`src/design/pdtg_pkg.sv`:
```
// ----------------------------------------------------------------------------
// pdtg_pkg
// Shared widths, codes and types of the path distance trigger generator.
// ----------------------------------------------------------------------------
package pdtg_pkg;

  // Field widths
  localparam int unsigned LenW    = 25;  // signed segment length
  localparam int unsigned SpeedW  = 14;  // speed and interval registers
  localparam int unsigned DistW   = 2 * SpeedW;  // speed * interval product
  localparam int unsigned PosW    = 32;
  localparam int unsigned TimeW   = 32;
  localparam int unsigned SegW    = 16;
  localparam int unsigned CountW  = 32;
  localparam int unsigned KindW   = 2;
  localparam int unsigned ErrW    = 2;
  localparam int unsigned CfgIdxW = 2;

  // Register reset values and default trigger limit
  localparam logic [SpeedW-1:0] SpeedReset    = SpeedW'(100);
  localparam logic [SpeedW-1:0] IntervalReset = SpeedW'(10);
  localparam int unsigned       MaxTriggersDef = 63;

  // Configuration register indexes
  localparam logic [CfgIdxW-1:0] REG_SPEED    = CfgIdxW'(0);
  localparam logic [CfgIdxW-1:0] REG_INTERVAL = CfgIdxW'(1);

  // Result kinds
  typedef enum logic [KindW-1:0] {
    KIND_TRIGGER = 2'd0,
    KIND_SUMMARY = 2'd1,
    KIND_ERROR   = 2'd2
  } kind_e;

  // Error codes
  typedef enum logic [ErrW-1:0] {
    ERR_INVALID  = 2'd0,
    ERR_ZERO     = 2'd1,
    ERR_TOO_MANY = 2'd2,
    ERR_OVERFLOW = 2'd3
  } err_e;

  // Request to the shared divider
  typedef struct packed {
    logic              start;
    logic [PosW-1:0]   dividend;
    logic [SpeedW-1:0] divisor;
  } div_req_t;

endpackage

```
`src/design/pdtg_if.sv`:
```
// ----------------------------------------------------------------------------
// pdtg interfaces
// Segment input, result output and configuration write channels.
// ----------------------------------------------------------------------------

// Segment channel
interface pdtg_seg_if;
  logic                                valid;
  logic                                ready;
  logic signed [pdtg_pkg::LenW-1:0]    segment_length_um;
  logic                                segment_valid;
  logic                                last_segment;

  modport source (output valid, segment_length_um, segment_valid, last_segment,
                  input ready);
  modport sink   (input valid, segment_length_um, segment_valid, last_segment,
                  output ready);
endinterface

// Result channel
interface pdtg_res_if;
  logic                          valid;
  logic                          ready;
  logic [pdtg_pkg::KindW-1:0]    kind;
  logic [pdtg_pkg::PosW-1:0]     position_um;
  logic [pdtg_pkg::TimeW-1:0]    time_ms;
  logic [pdtg_pkg::SegW-1:0]     seg_idx;
  logic [pdtg_pkg::CountW-1:0]   trig_total;
  logic [pdtg_pkg::ErrW-1:0]     error_code;
  logic                          last;

  modport source (output valid, kind, position_um, time_ms, seg_idx,
                  trig_total, error_code, last, input ready);
  modport sink   (input valid, kind, position_um, time_ms, seg_idx,
                  trig_total, error_code, last, output ready);
endinterface

// Configuration write channel
interface pdtg_cfg_if;
  logic                            valid;
  logic                            ready;
  logic [pdtg_pkg::CfgIdxW-1:0]    index;
  logic [pdtg_pkg::SpeedW-1:0]     data;

  modport source (output valid, index, data, input ready);
  modport sink   (input valid, index, data, output ready);
endinterface

```
`src/design/pdtg_div.sv`:
```
// ----------------------------------------------------------------------------
// pdtg_div
// Shared restoring divider: 32-bit dividend by 14-bit divisor, one quotient
// bit per cycle. done_o pulses one cycle with the quotient on quot_o.
// ----------------------------------------------------------------------------
module pdtg_div (
  input  logic                            clk_i,
  input  logic                            rst_ni,
  input  pdtg_pkg::div_req_t              req_i,
  output logic                            done_o,
  output logic [pdtg_pkg::PosW-1:0]       quot_o
);

  localparam int unsigned NW   = pdtg_pkg::PosW;
  localparam int unsigned DW   = pdtg_pkg::SpeedW;
  localparam int unsigned CntW = $clog2(NW);

  logic            busy_q;
  logic            done_q;
  logic [CntW-1:0] cnt_q;
  logic [NW-1:0]   quo_q;
  logic [DW-1:0]   rem_q;
  logic [DW-1:0]   dvs_q;

  logic [DW:0]     trial;
  logic            ge;
  logic [DW:0]     diff;
  logic [DW-1:0]   rem_d;

  // One restoring step
  always_comb begin
    trial = {rem_q, quo_q[NW-1]};
    ge    = (trial >= {1'b0, dvs_q});
    diff  = trial - {1'b0, dvs_q};
    rem_d = ge ? diff[DW-1:0] : trial[DW-1:0];
  end

  // Control
  always_ff @(posedge clk_i or negedge rst_ni) begin
    if (!rst_ni) begin
      busy_q <= 1'b0;
      done_q <= 1'b0;
      cnt_q  <= '0;
    end else begin
      done_q <= 1'b0;
      if (req_i.start) begin
        busy_q <= 1'b1;
        cnt_q  <= CntW'(NW - 1);
      end else if (busy_q) begin
        cnt_q <= cnt_q - 1'b1;
        if (cnt_q == '0) begin
          busy_q <= 1'b0;
          done_q <= 1'b1;
        end
      end
    end
  end

  // Datapath
  always_ff @(posedge clk_i) begin
    if (req_i.start) begin
      quo_q <= req_i.dividend;
      rem_q <= '0;
      dvs_q <= req_i.divisor;
    end else if (busy_q) begin
      quo_q <= {quo_q[NW-2:0], ge};
      rem_q <= rem_d;
    end
  end

  assign done_o = done_q;
  assign quot_o = quo_q;

  // Checks
  a_no_start_busy: assert property (@(posedge clk_i) disable iff (!rst_ni)
    req_i.start |-> !busy_q)
    else $error("divider started while busy");

  a_done_after_busy: assert property (@(posedge clk_i) disable iff (!rst_ni)
    done_q |-> ($past(busy_q) && !busy_q))
    else $error("divider done without a running division");

  a_divisor_nonzero: assert property (@(posedge clk_i) disable iff (!rst_ni)
    req_i.start |-> (req_i.divisor != '0))
    else $error("divider started with zero divisor");

endmodule

```
`src/design/path_distance_trigger_generator.sv`:
```
// ----------------------------------------------------------------------------
// path_distance_trigger_generator
// Places a trigger every speed*interval um along a path of segments and
// reports trigger points, a path summary or an error.
// ----------------------------------------------------------------------------
// Usage:
//   seg_i : one path segment per request (signed length, valid, last flag).
//   res_o : result requests: trigger points, an error if a segment fails,
//           else a summary on the last one; a segment's last result has last set.
//   cfg_i : register writes (speed, interval), always ready; write only
//           while the block is idle.
// Sequence: a segment passes through setup (accept, multiply, span, check).
//   With triggers, one division gives the first trigger time, then one
//   trigger is sent per cycle while the receiver takes results (time steps
//   by the interval). A summary takes another division on the shared
//   iterative divider. Segments of a failed path are accepted and dropped.
// seg_i.ready is high only while the sequencer is idle. Results pass through
//   one output register; when the receiver stalls, the sequencer waits.
// Reset clears the path state and loads speed 100 mm/s, interval 10 ms.
// ----------------------------------------------------------------------------
module path_distance_trigger_generator #(
  parameter int unsigned MaxTriggers = pdtg_pkg::MaxTriggersDef
) (
  input  logic             clk_i,
  input  logic             rst_ni,
  pdtg_seg_if.sink         seg_i,
  pdtg_res_if.source       res_o,
  pdtg_cfg_if.sink         cfg_i
);

  localparam int unsigned LenW   = pdtg_pkg::LenW;
  localparam int unsigned SpeedW = pdtg_pkg::SpeedW;
  localparam int unsigned DistW  = pdtg_pkg::DistW;
  localparam int unsigned PosW   = pdtg_pkg::PosW;
  localparam int unsigned NextW  = PosW + 1;
  localparam int unsigned MaxW   = $clog2(MaxTriggers + 1);
  localparam int unsigned SpanW  = DistW + MaxW;
  localparam int unsigned SumW   = ((SpanW > NextW) ? SpanW : NextW) + 1;
  localparam logic [MaxW-1:0] MaxTrig = MaxW'(MaxTriggers);

  // Sequencer states
  localparam logic [3:0] S_IDLE = 4'd0;
  localparam logic [3:0] S_MUL  = 4'd1;
  localparam logic [3:0] S_SPAN = 4'd2;
  localparam logic [3:0] S_CHK  = 4'd3;
  localparam logic [3:0] S_DIVT = 4'd4;
  localparam logic [3:0] S_TRIG = 4'd5;
  localparam logic [3:0] S_FIN  = 4'd6;
  localparam logic [3:0] S_DIVS = 4'd7;
  localparam logic [3:0] S_SUM  = 4'd8;
  localparam logic [3:0] S_ERR  = 4'd9;

  logic [3:0] state_q, state_d;

  // Configuration registers
  logic [SpeedW-1:0] spd_q, ivl_q;

  // Path state
  logic [PosW-1:0]             acc_q;
  logic [NextW-1:0]            next_q;
  logic [pdtg_pkg::CountW-1:0] trig_q;
  logic [pdtg_pkg::SegW-1:0]   segc_q;
  logic                        failed_q;

  // Per-segment working registers
  logic [LenW-1:0]     mag_q;
  logic                sv_q, last_q;
  logic [SpeedW-1:0]   espd_q, eivl_q;
  logic [DistW-1:0]    dist_q;
  logic [NextW-1:0]    end_q, nxt_q;
  logic [SpanW-1:0]    span_q;
  pdtg_pkg::err_e      err_q;
  logic [PosW-1:0]     time_q;

  // Output register
  logic                        out_valid_q;
  pdtg_pkg::kind_e             out_kind_q;
  logic [PosW-1:0]             out_pos_q;
  logic [pdtg_pkg::TimeW-1:0]  out_time_q;
  logic [pdtg_pkg::SegW-1:0]   out_seg_q;
  logic [pdtg_pkg::CountW-1:0] out_cnt_q;
  pdtg_pkg::err_e              out_err_q;
  logic                        out_last_q;

  // Sequencer outputs
  logic                        in_acc;
  logic                        emit_ok;
  logic                        emit;
  pdtg_pkg::kind_e             o_kind;
  logic [PosW-1:0]             o_pos;
  logic [pdtg_pkg::TimeW-1:0]  o_time;
  logic [pdtg_pkg::CountW-1:0] o_cnt;
  pdtg_pkg::err_e              o_err;
  logic                        o_last;
  logic                        end_path;

  pdtg_pkg::div_req_t  div_req;
  logic                div_done;
  logic [PosW-1:0]     div_quot;

  logic [LenW-1:0]     mag;
  logic [LenW-1:0]     raw;
  logic                nxt_le_end;
  logic                too_many;
  logic [NextW-1:0]    nxt_plus;
  logic                step_past;

  assign in_acc  = seg_i.valid & seg_i.ready;
  assign emit_ok = !out_valid_q || res_o.ready;
  assign seg_i.ready = (state_q == S_IDLE);
  assign cfg_i.ready = 1'b1;

  // Magnitude of the signed length
  assign raw = seg_i.segment_length_um;
  assign mag = raw[LenW-1] ? (~raw + 1'b1) : raw;

  // Trigger window checks
  assign nxt_le_end = (nxt_q <= end_q);
  assign too_many   = ((SumW'(nxt_q) + SumW'(span_q)) <= SumW'(end_q));
  assign nxt_plus   = nxt_q + NextW'(dist_q);
  assign step_past  = (nxt_plus > end_q);

  // Shared divider
  pdtg_div u_div (
    .clk_i  (clk_i),
    .rst_ni (rst_ni),
    .req_i  (div_req),
    .done_o (div_done),
    .quot_o (div_quot)
  );

  // Sequencer
  always_comb begin
    state_d          = state_q;
    div_req.start    = 1'b0;
    div_req.dividend = (state_q == S_FIN) ? acc_q : nxt_q[PosW-1:0];
    div_req.divisor  = espd_q;
    emit             = 1'b0;
    end_path         = 1'b0;
    o_kind           = pdtg_pkg::KIND_TRIGGER;
    o_pos            = nxt_q[PosW-1:0];
    o_time           = time_q;
    o_cnt            = '0;
    o_err            = pdtg_pkg::ERR_INVALID;
    o_last           = 1'b0;
    unique case (state_q)
      S_IDLE: begin
        if (in_acc) begin
          if (failed_q) begin
            end_path = seg_i.last_segment;
          end else begin
            state_d = S_MUL;
          end
        end
      end
      S_MUL:  state_d = S_SPAN;
      S_SPAN: state_d = S_CHK;
      S_CHK: begin
        if (!sv_q || end_q[NextW-1] || (nxt_le_end && too_many)) begin
          state_d = S_ERR;
        end else if (nxt_le_end) begin
          div_req.start = 1'b1;
          state_d       = S_DIVT;
        end else begin
          state_d = S_FIN;
        end
      end
      S_DIVT: begin
        if (div_done) state_d = S_TRIG;
      end
      S_TRIG: begin
        o_last = step_past && !last_q;
        if (emit_ok) begin
          emit = 1'b1;
          if (step_past) state_d = S_FIN;
        end
      end
      S_FIN: begin
        if (!last_q) begin
          state_d = S_IDLE;
        end else if (acc_q == '0) begin
          // Path closed with nothing travelled
          o_kind = pdtg_pkg::KIND_ERROR;
          o_pos  = '0;
          o_time = '0;
          o_cnt  = trig_q;
          o_err  = pdtg_pkg::ERR_ZERO;
          o_last = 1'b1;
          if (emit_ok) begin
            emit     = 1'b1;
            end_path = 1'b1;
            state_d  = S_IDLE;
          end
        end else begin
          div_req.start = 1'b1;
          state_d       = S_DIVS;
        end
      end
      S_DIVS: begin
        if (div_done) state_d = S_SUM;
      end
      S_SUM: begin
        o_kind = pdtg_pkg::KIND_SUMMARY;
        o_pos  = acc_q;
        o_cnt  = trig_q;
        o_last = 1'b1;
        if (emit_ok) begin
          emit     = 1'b1;
          end_path = 1'b1;
          state_d  = S_IDLE;
        end
      end
      S_ERR: begin
        o_kind = pdtg_pkg::KIND_ERROR;
        o_pos  = '0;
        o_time = '0;
        o_cnt  = trig_q;
        o_err  = err_q;
        o_last = 1'b1;
        if (emit_ok) begin
          emit     = 1'b1;
          end_path = last_q;
          state_d  = S_IDLE;
        end
      end
      default: state_d = S_IDLE;
    endcase
  end

  // Control and path state
  always_ff @(posedge clk_i or negedge rst_ni) begin
    if (!rst_ni) begin
      state_q     <= S_IDLE;
      spd_q       <= pdtg_pkg::SpeedReset;
      ivl_q       <= pdtg_pkg::IntervalReset;
      acc_q       <= '0;
      next_q      <= '0;
      trig_q      <= '0;
      segc_q      <= '0;
      failed_q    <= 1'b0;
      out_valid_q <= 1'b0;
    end else begin
      state_q <= state_d;

      // Register writes
      if (cfg_i.valid) begin
        unique case (cfg_i.index)
          pdtg_pkg::REG_SPEED:    spd_q <= cfg_i.data;
          pdtg_pkg::REG_INTERVAL: ivl_q <= cfg_i.data;
          default: ;
        endcase
      end

      // Segment without triggers: commit length
      if (state_q == S_CHK && state_d == S_FIN) begin
        acc_q  <= end_q[PosW-1:0];
        next_q <= nxt_q;
      end

      // Trigger sent
      if (state_q == S_TRIG && emit) begin
        trig_q <= trig_q + 1'b1;
        if (step_past) begin
          acc_q  <= end_q[PosW-1:0];
          next_q <= nxt_plus;
        end
      end

      if (state_q == S_FIN && !last_q) segc_q <= segc_q + 1'b1;
      if (state_q == S_ERR && emit && !last_q) failed_q <= 1'b1;

      if (end_path) begin
        acc_q    <= '0;
        next_q   <= '0;
        trig_q   <= '0;
        segc_q   <= '0;
        failed_q <= 1'b0;
      end

      // Output handshake
      if (emit) begin
        out_valid_q <= 1'b1;
      end else if (res_o.ready) begin
        out_valid_q <= 1'b0;
      end
    end
  end

  // Segment datapath
  always_ff @(posedge clk_i) begin
    if (in_acc) begin
      mag_q  <= mag;
      sv_q   <= seg_i.segment_valid;
      last_q <= seg_i.last_segment;
      espd_q <= (spd_q == '0) ? SpeedW'(1) : spd_q;
      eivl_q <= (ivl_q == '0) ? SpeedW'(1) : ivl_q;
    end
    if (state_q == S_MUL) begin
      dist_q <= espd_q * eivl_q;
      end_q  <= NextW'(acc_q) + NextW'(mag_q);
    end
    if (state_q == S_SPAN) begin
      nxt_q  <= (next_q != '0) ? next_q : NextW'(dist_q);
      span_q <= SpanW'(MaxTrig) * SpanW'(dist_q);
    end
    if (state_q == S_CHK) begin
      if (!sv_q) begin
        err_q <= pdtg_pkg::ERR_INVALID;
      end else if (end_q[NextW-1]) begin
        err_q <= pdtg_pkg::ERR_OVERFLOW;
      end else begin
        err_q <= pdtg_pkg::ERR_TOO_MANY;
      end
    end
    if ((state_q == S_DIVT || state_q == S_DIVS) && div_done) begin
      time_q <= div_quot;
    end
    // Next trigger: time steps by the interval since dist = speed * interval
    if (state_q == S_TRIG && emit) begin
      nxt_q  <= nxt_plus;
      time_q <= time_q + PosW'(eivl_q);
    end
  end

  // Output payload register
  always_ff @(posedge clk_i) begin
    if (emit) begin
      out_kind_q <= o_kind;
      out_pos_q  <= o_pos;
      out_time_q <= o_time;
      out_seg_q  <= segc_q;
      out_cnt_q  <= o_cnt;
      out_err_q  <= o_err;
      out_last_q <= o_last;
    end
  end

  assign res_o.valid       = out_valid_q;
  assign res_o.kind        = out_kind_q;
  assign res_o.position_um = out_pos_q;
  assign res_o.time_ms     = out_time_q;
  assign res_o.seg_idx     = out_seg_q;
  assign res_o.trig_total  = out_cnt_q;
  assign res_o.error_code  = out_err_q;
  assign res_o.last        = out_last_q;

  // Checks
  a_trig_in_segment: assert property (@(posedge clk_i) disable iff (!rst_ni)
    (state_q == S_TRIG) |-> (nxt_le_end && !end_q[NextW-1]))
    else $error("trigger position beyond segment end");

  a_summary_nonzero: assert property (@(posedge clk_i) disable iff (!rst_ni)
    (emit && o_kind == pdtg_pkg::KIND_SUMMARY) |-> (acc_q != '0))
    else $error("summary sent with zero path length");

  a_failed_idle: assert property (@(posedge clk_i) disable iff (!rst_ni)
    failed_q |-> (state_q == S_IDLE))
    else $error("sequencer busy on a failed path");

endmodule
```
`src/flat_wrapper.sv`:
```
// flat-port wrapper written by rule: the top's interface ports become plain ports
module path_distance_trigger_generator_flat 
#(
  parameter int unsigned MaxTriggers = pdtg_pkg::MaxTriggersDef
)
  (clk_i, rst_ni, seg_i_valid, seg_i_segment_length_um, seg_i_segment_valid, seg_i_last_segment, seg_i_ready, res_o_valid, res_o_kind, res_o_position_um, res_o_time_ms, res_o_seg_idx, res_o_trig_total, res_o_error_code, res_o_last, res_o_ready, cfg_i_valid, cfg_i_index, cfg_i_data, cfg_i_ready);
  pdtg_seg_if seg_i_i ();
  pdtg_res_if res_o_i ();
  pdtg_cfg_if cfg_i_i ();
  input  logic clk_i;
  input  logic rst_ni;
  input wire logic [$bits(seg_i_i.valid)-1:0] seg_i_valid;
  input wire logic [$bits(seg_i_i.segment_length_um)-1:0] seg_i_segment_length_um;
  input wire logic [$bits(seg_i_i.segment_valid)-1:0] seg_i_segment_valid;
  input wire logic [$bits(seg_i_i.last_segment)-1:0] seg_i_last_segment;
  output wire logic [$bits(seg_i_i.ready)-1:0] seg_i_ready;
  output wire logic [$bits(res_o_i.valid)-1:0] res_o_valid;
  output wire logic [$bits(res_o_i.kind)-1:0] res_o_kind;
  output wire logic [$bits(res_o_i.position_um)-1:0] res_o_position_um;
  output wire logic [$bits(res_o_i.time_ms)-1:0] res_o_time_ms;
  output wire logic [$bits(res_o_i.seg_idx)-1:0] res_o_seg_idx;
  output wire logic [$bits(res_o_i.trig_total)-1:0] res_o_trig_total;
  output wire logic [$bits(res_o_i.error_code)-1:0] res_o_error_code;
  output wire logic [$bits(res_o_i.last)-1:0] res_o_last;
  input wire logic [$bits(res_o_i.ready)-1:0] res_o_ready;
  input wire logic [$bits(cfg_i_i.valid)-1:0] cfg_i_valid;
  input wire logic [$bits(cfg_i_i.index)-1:0] cfg_i_index;
  input wire logic [$bits(cfg_i_i.data)-1:0] cfg_i_data;
  output wire logic [$bits(cfg_i_i.ready)-1:0] cfg_i_ready;
  assign seg_i_i.valid = seg_i_valid;
  assign seg_i_i.segment_length_um = seg_i_segment_length_um;
  assign seg_i_i.segment_valid = seg_i_segment_valid;
  assign seg_i_i.last_segment = seg_i_last_segment;
  assign seg_i_ready = seg_i_i.ready;
  assign res_o_valid = res_o_i.valid;
  assign res_o_kind = res_o_i.kind;
  assign res_o_position_um = res_o_i.position_um;
  assign res_o_time_ms = res_o_i.time_ms;
  assign res_o_seg_idx = res_o_i.seg_idx;
  assign res_o_trig_total = res_o_i.trig_total;
  assign res_o_error_code = res_o_i.error_code;
  assign res_o_last = res_o_i.last;
  assign res_o_i.ready = res_o_ready;
  assign cfg_i_i.valid = cfg_i_valid;
  assign cfg_i_i.index = cfg_i_index;
  assign cfg_i_i.data = cfg_i_data;
  assign cfg_i_ready = cfg_i_i.ready;
  path_distance_trigger_generator #(.MaxTriggers(MaxTriggers)) u_core (.clk_i(clk_i), .rst_ni(rst_ni), .seg_i(seg_i_i), .res_o(res_o_i), .cfg_i(cfg_i_i));
endmodule
```
`config.mk`:
```
export PLATFORM = sky130hd
export DESIGN_NAME = path_distance_trigger_generator_flat
export DESIGN_NICKNAME = d
export VERILOG_FILES = /design/src/design/pdtg_pkg.sv /design/src/design/pdtg_if.sv /design/src/design/pdtg_div.sv /design/src/design/path_distance_trigger_generator.sv /design/src/flat_wrapper.sv
export SDC_FILE = /design/constraint.sdc
export NUM_CORES = 2
export LEC_CHECK = 0
export BUFFER_PORTS_ARGS = -buffer_cell sky130_fd_sc_hd__buf_2
export CAP_MARGIN = 15
export CORE_UTILIZATION = 59
export DETAILED_ROUTE_END_ITERATION = 12
export PLACE_DENSITY = 0.86
export SYNTH_ARGS = -nofsm -noshare
export SYNTH_HDL_FRONTEND = slang
export SYNTH_SLANG_ARGS = --single-unit
```
`constraint.sdc`:
```
create_clock -name clk_i -period 20.8 [get_ports clk_i]
set_clock_uncertainty 0.1 [all_clocks]
set_input_delay 4.16 -clock clk_i [delete_from_list [all_inputs] [get_ports clk_i]]
set_output_delay 4.16 -clock clk_i [all_outputs]
set_load 0.01 [all_outputs]
```
==> impl_results.md <==
- Area contributors post-synth: edfxtp_1 (29%), fa_1 (11%), ha_1 (11%)
- Final Util: around 65%
- Synthesized instance count: between 3000 and 4000
- Die width: roughly 260 um
- Hold_sp: u_core.sv_q
- Share of post-route cells with drive strength above 1: between 9 and 10%
- Final ANT Viol Nets: 0
- Max Fclk: 0.1402 GHz
- Height of the die: 262.3 um
- M1 WL: 39.35 mm
- Worst skew pair latency: between 0.6 and 0.7 ns
- Run status: completed
- Minimum clock period: around 7.1 ns
- Largest net degree at the start of global routing: 86
- # Max-Cap Violations: 0
- Flop-to-flop setup slack: approximately 14 ns
- Uppermost layer routed: met4
- Seq/Total Area, Yosys: approximately two fifths
- Commonest cells after routing, fill and taps aside: edfxtp_1 (380), nand2_1 (379), ha_1 (353)
- Primary FF master, synth: edfxtp_1
- Place WS: 13.66 ns
- Layout Nets: ~4500
- Final Hold Viols: 0
- CTS max path bufs: 3
- Slew Limit Fails: 0
- #FFs+latches synth: 548
- CTS root buf: clkbuf_16
- H-tree Lvls: 2
- Slew @ Worst Pin: 1.129 ns
- Synthesized Nets: roughly 4400
- DRT Pass-1 Iters: 7
- Post-CTS Setup Bufs: 0
- All-Layer GR Usage: between 20% and 30%
- CP Class: reg -> reg
- I/O Buffers: approximately 170
- Wire length on met2: ~48 mm
- Drt first-iter violations: ~3100
- Final wirelength: around 100 mm
- Final WS setup: 13.67 ns
- Hpwl dp: between 70 and 80 mm
- GPL Wtd Cong: slightly below 1
- FF-to-FF path depth: 21
- Post-CTS Hold Buffers: 0
- Synth Warn #: 0
- Setup TNS: 0 ns
- Avg Cell Area, Syn: around 10 um^2
- Residual DRC: 0
- Crit Reg-Reg Startpoint: u_core.dist_q[0]
- Number of global-route vias before repair: 30590
- DR WL met3: just under 8 mm
- Mapped cell area: approximately 40000 um^2
- Resized Gates After CTS: 0
- Crit share post-route: roughly a third
- Hold EP: u_core.err_q[1]
- Fillers: 4831
- Initial antenna violation count: 0
- Clk pin slew, worst setup/hold paths: 0.06 ns
- Worst-path fanout max: 67
- # rows: 95
- Relative slew slack: around a quarter
- FF-to-FF End: u_core.next_q[30]
- Clock sink count: around 550
- I/O Pins: 168
- First-pass GRT wire length: 163.6 mm
- Yosys cell types: just under 90
- Worst hold path cell count: 0
- Critical Path Sink Type: register
- RSZ-0062 raised after global routing: no
- Vias per Instance: between 6 and 7
- Routed vias: a little over 30000
- Final hold slack: about 0.36 ns
- Synth area leader: edfxtp_1
- Core box area: 67160 um^2
- Commonest non-fill, non-tap cell in the layout: edfxtp_1
- Worst EP required: 21.19 ns
- CTS tree: yes
- Worst hold path class: reg -> reg
- Worst Path Arrival: roughly 7.5 ns
- Post-synth ARST share: 28.10%
- Area of the die: between 60000 and 70000 um^2
- GRT overflow: 0
- Number of synthesized flops with an enable pin: between 300 and 400
- Area grow syn2layout: 8.925%
- Yosys top cell area share: ~29%
- Cts bufs inserted: 57
- Starting Density: between 50% and 60%
- Final setup vio count: 0
- Startpoint Class: register
- Drt wl/cell: around 21 um
## per-stage QoR
step | cells | area (um^2)
floorplan | 3814 | 39980
global placement | 4718 | 41530
detailed placement | 4718 | 41530
CTS | 4826 | 43520
global route | 4827 | 43540
finish | 4829 | 43550
## routing by layer
metal / GRT usage, % / vias up
li1: - / 13630
met1: 38.26 / 14800
met5: 0 / -
met2: 48.62 / 1440
met3: 4.245 / 319
met4: 18.20 / 0
## flip-flops by register name, indices dropped and copies added (netlist names), 4 cells and up
signal / cells
u_core.res_o.position_um: 32
u_core.segc_q: 16
u_core.res_o.seg_idx: 16
u_core.eivl_q: 14
u_core.state_q: 4
u_core.end_q: 33
u_core.mag_q: 25
u_core.acc_q: 32
u_core.u_div.cnt_q: 5
u_core.res_o.time_ms: 32
u_core.u_div.quot_o: 32
u_core.nxt_q: 33
u_core.trig_q: 32
u_core.time_q: 32
u_core.espd_q: 14
u_core.u_div.dvs_q: 14
u_core.res_o.trig_total: 32
u_core.span_q: 34
u_core.dist_q: 28
u_core.spd_q: 14
u_core.next_q: 33
u_core.u_div.rem_q: 14
u_core.ivl_q: 14
## worst max-delay path: stages, from the launching register on
cell      delay [ns]
edfxtp_1        0.64
ha_1            0.30
fa_1            0.23
a21o_1          0.14
a21oi_1         0.11
o21ai_0         0.25
a21oi_1         0.14
a21oi_1         0.50
a211oi_1        0.26
o31ai_1         0.73
nand3_1         0.28
xnor2_1         0.20
ha_1            0.32
nand4_1         0.17
or3_1           0.47
o31ai_1         0.69
nand3_2         0.23
buf_4           0.39
and2_1          0.24
buf_4           0.25
a32oi_1         0.24
o311ai_1        0.12
## area by class of cell
| class | count | area, um^2 | share of cell area [%] |
|---|---|---|---|
| Clock buffer | 69 | 1491 | 3.425 |
| Clock inverter | 39 | 499.2 | 1.146 |
| Tap cell | 873 | 1092 | 2.508 |
| Sequential cell | 548 | 15550 | 35.71 |
| Timing Repair Buffer | 188 | 1022 | 2.347 |
| Antenna cell | 2 | 5.005 | 0.01149 |
| Multi-Input combinational cell | 2818 | 22790 | 52.34 |
| Inverter | 292 | 1096 | 2.517 |
## how the worst max path moves through the flow
stage / from / slack, ns / to
2_1_floorplan: res_o_ready / 10.85 / u_core.res_o.error_code[0]
3_3_place_gp: res_o_ready / 13.72 / u_core.trig_q[27]
3_5_place_dp: res_o_ready / 13.66 / u_core.trig_q[27]
4_1_cts: u_core.dist_q[0] / 13.80 / u_core.next_q[29]
5_1_grt: u_core.dist_q[0] / 13.25 / u_core.next_q[30]
6_report: u_core.dist_q[0] / 13.67 / u_core.next_q[30]
## synth_stat cells (38+ instances only)
| master | n |
|---|---|
| a211oi_1 | 53 |
| a21o_1 | 106 |
| a21oi_1 | 244 |
| and2_1 | 111 |
| clkbuf_1 | 136 |
| dfrtp_1 | 149 |
| edfxtp_1 | 380 |
| fa_1 | 225 |
| ha_1 | 353 |
| inv_1 | 292 |
| mux2_2 | 63 |
| nand2_1 | 379 |
| nand3_1 | 47 |
| nand4_1 | 53 |
| nor2_1 | 229 |
| nor2b_1 | 63 |
| nor3_1 | 39 |
| o21a_1 | 38 |
| o21ai_0 | 146 |
| xnor2_1 | 158 |
| xor2_1 | 78 |
## kinds of logic (layout without fill, tap and decap cells)
family | after synthesis | in the layout | share of synthesized area (%)
XOR/XNOR | 237 | 237 | 5.211
AO/OA/AOI/OAI | 785 | 785 | 12.71
adder cells (fa/ha/maj) | 578 | 578 | 22.31
flip-flops | 548 | 548 | 38.90
multiplexers | 126 | 126 | 3.433
other | 1 | 3 | 0.009379
AND/OR/NAND/NOR | 1091 | 1091 | 13.18
buffers and inverters | 448 | 588 | 4.256
Power is left out: the tool's default activity adds up to more than one toggle a clock period on the data nets, which glitch-free logic cannot reach.
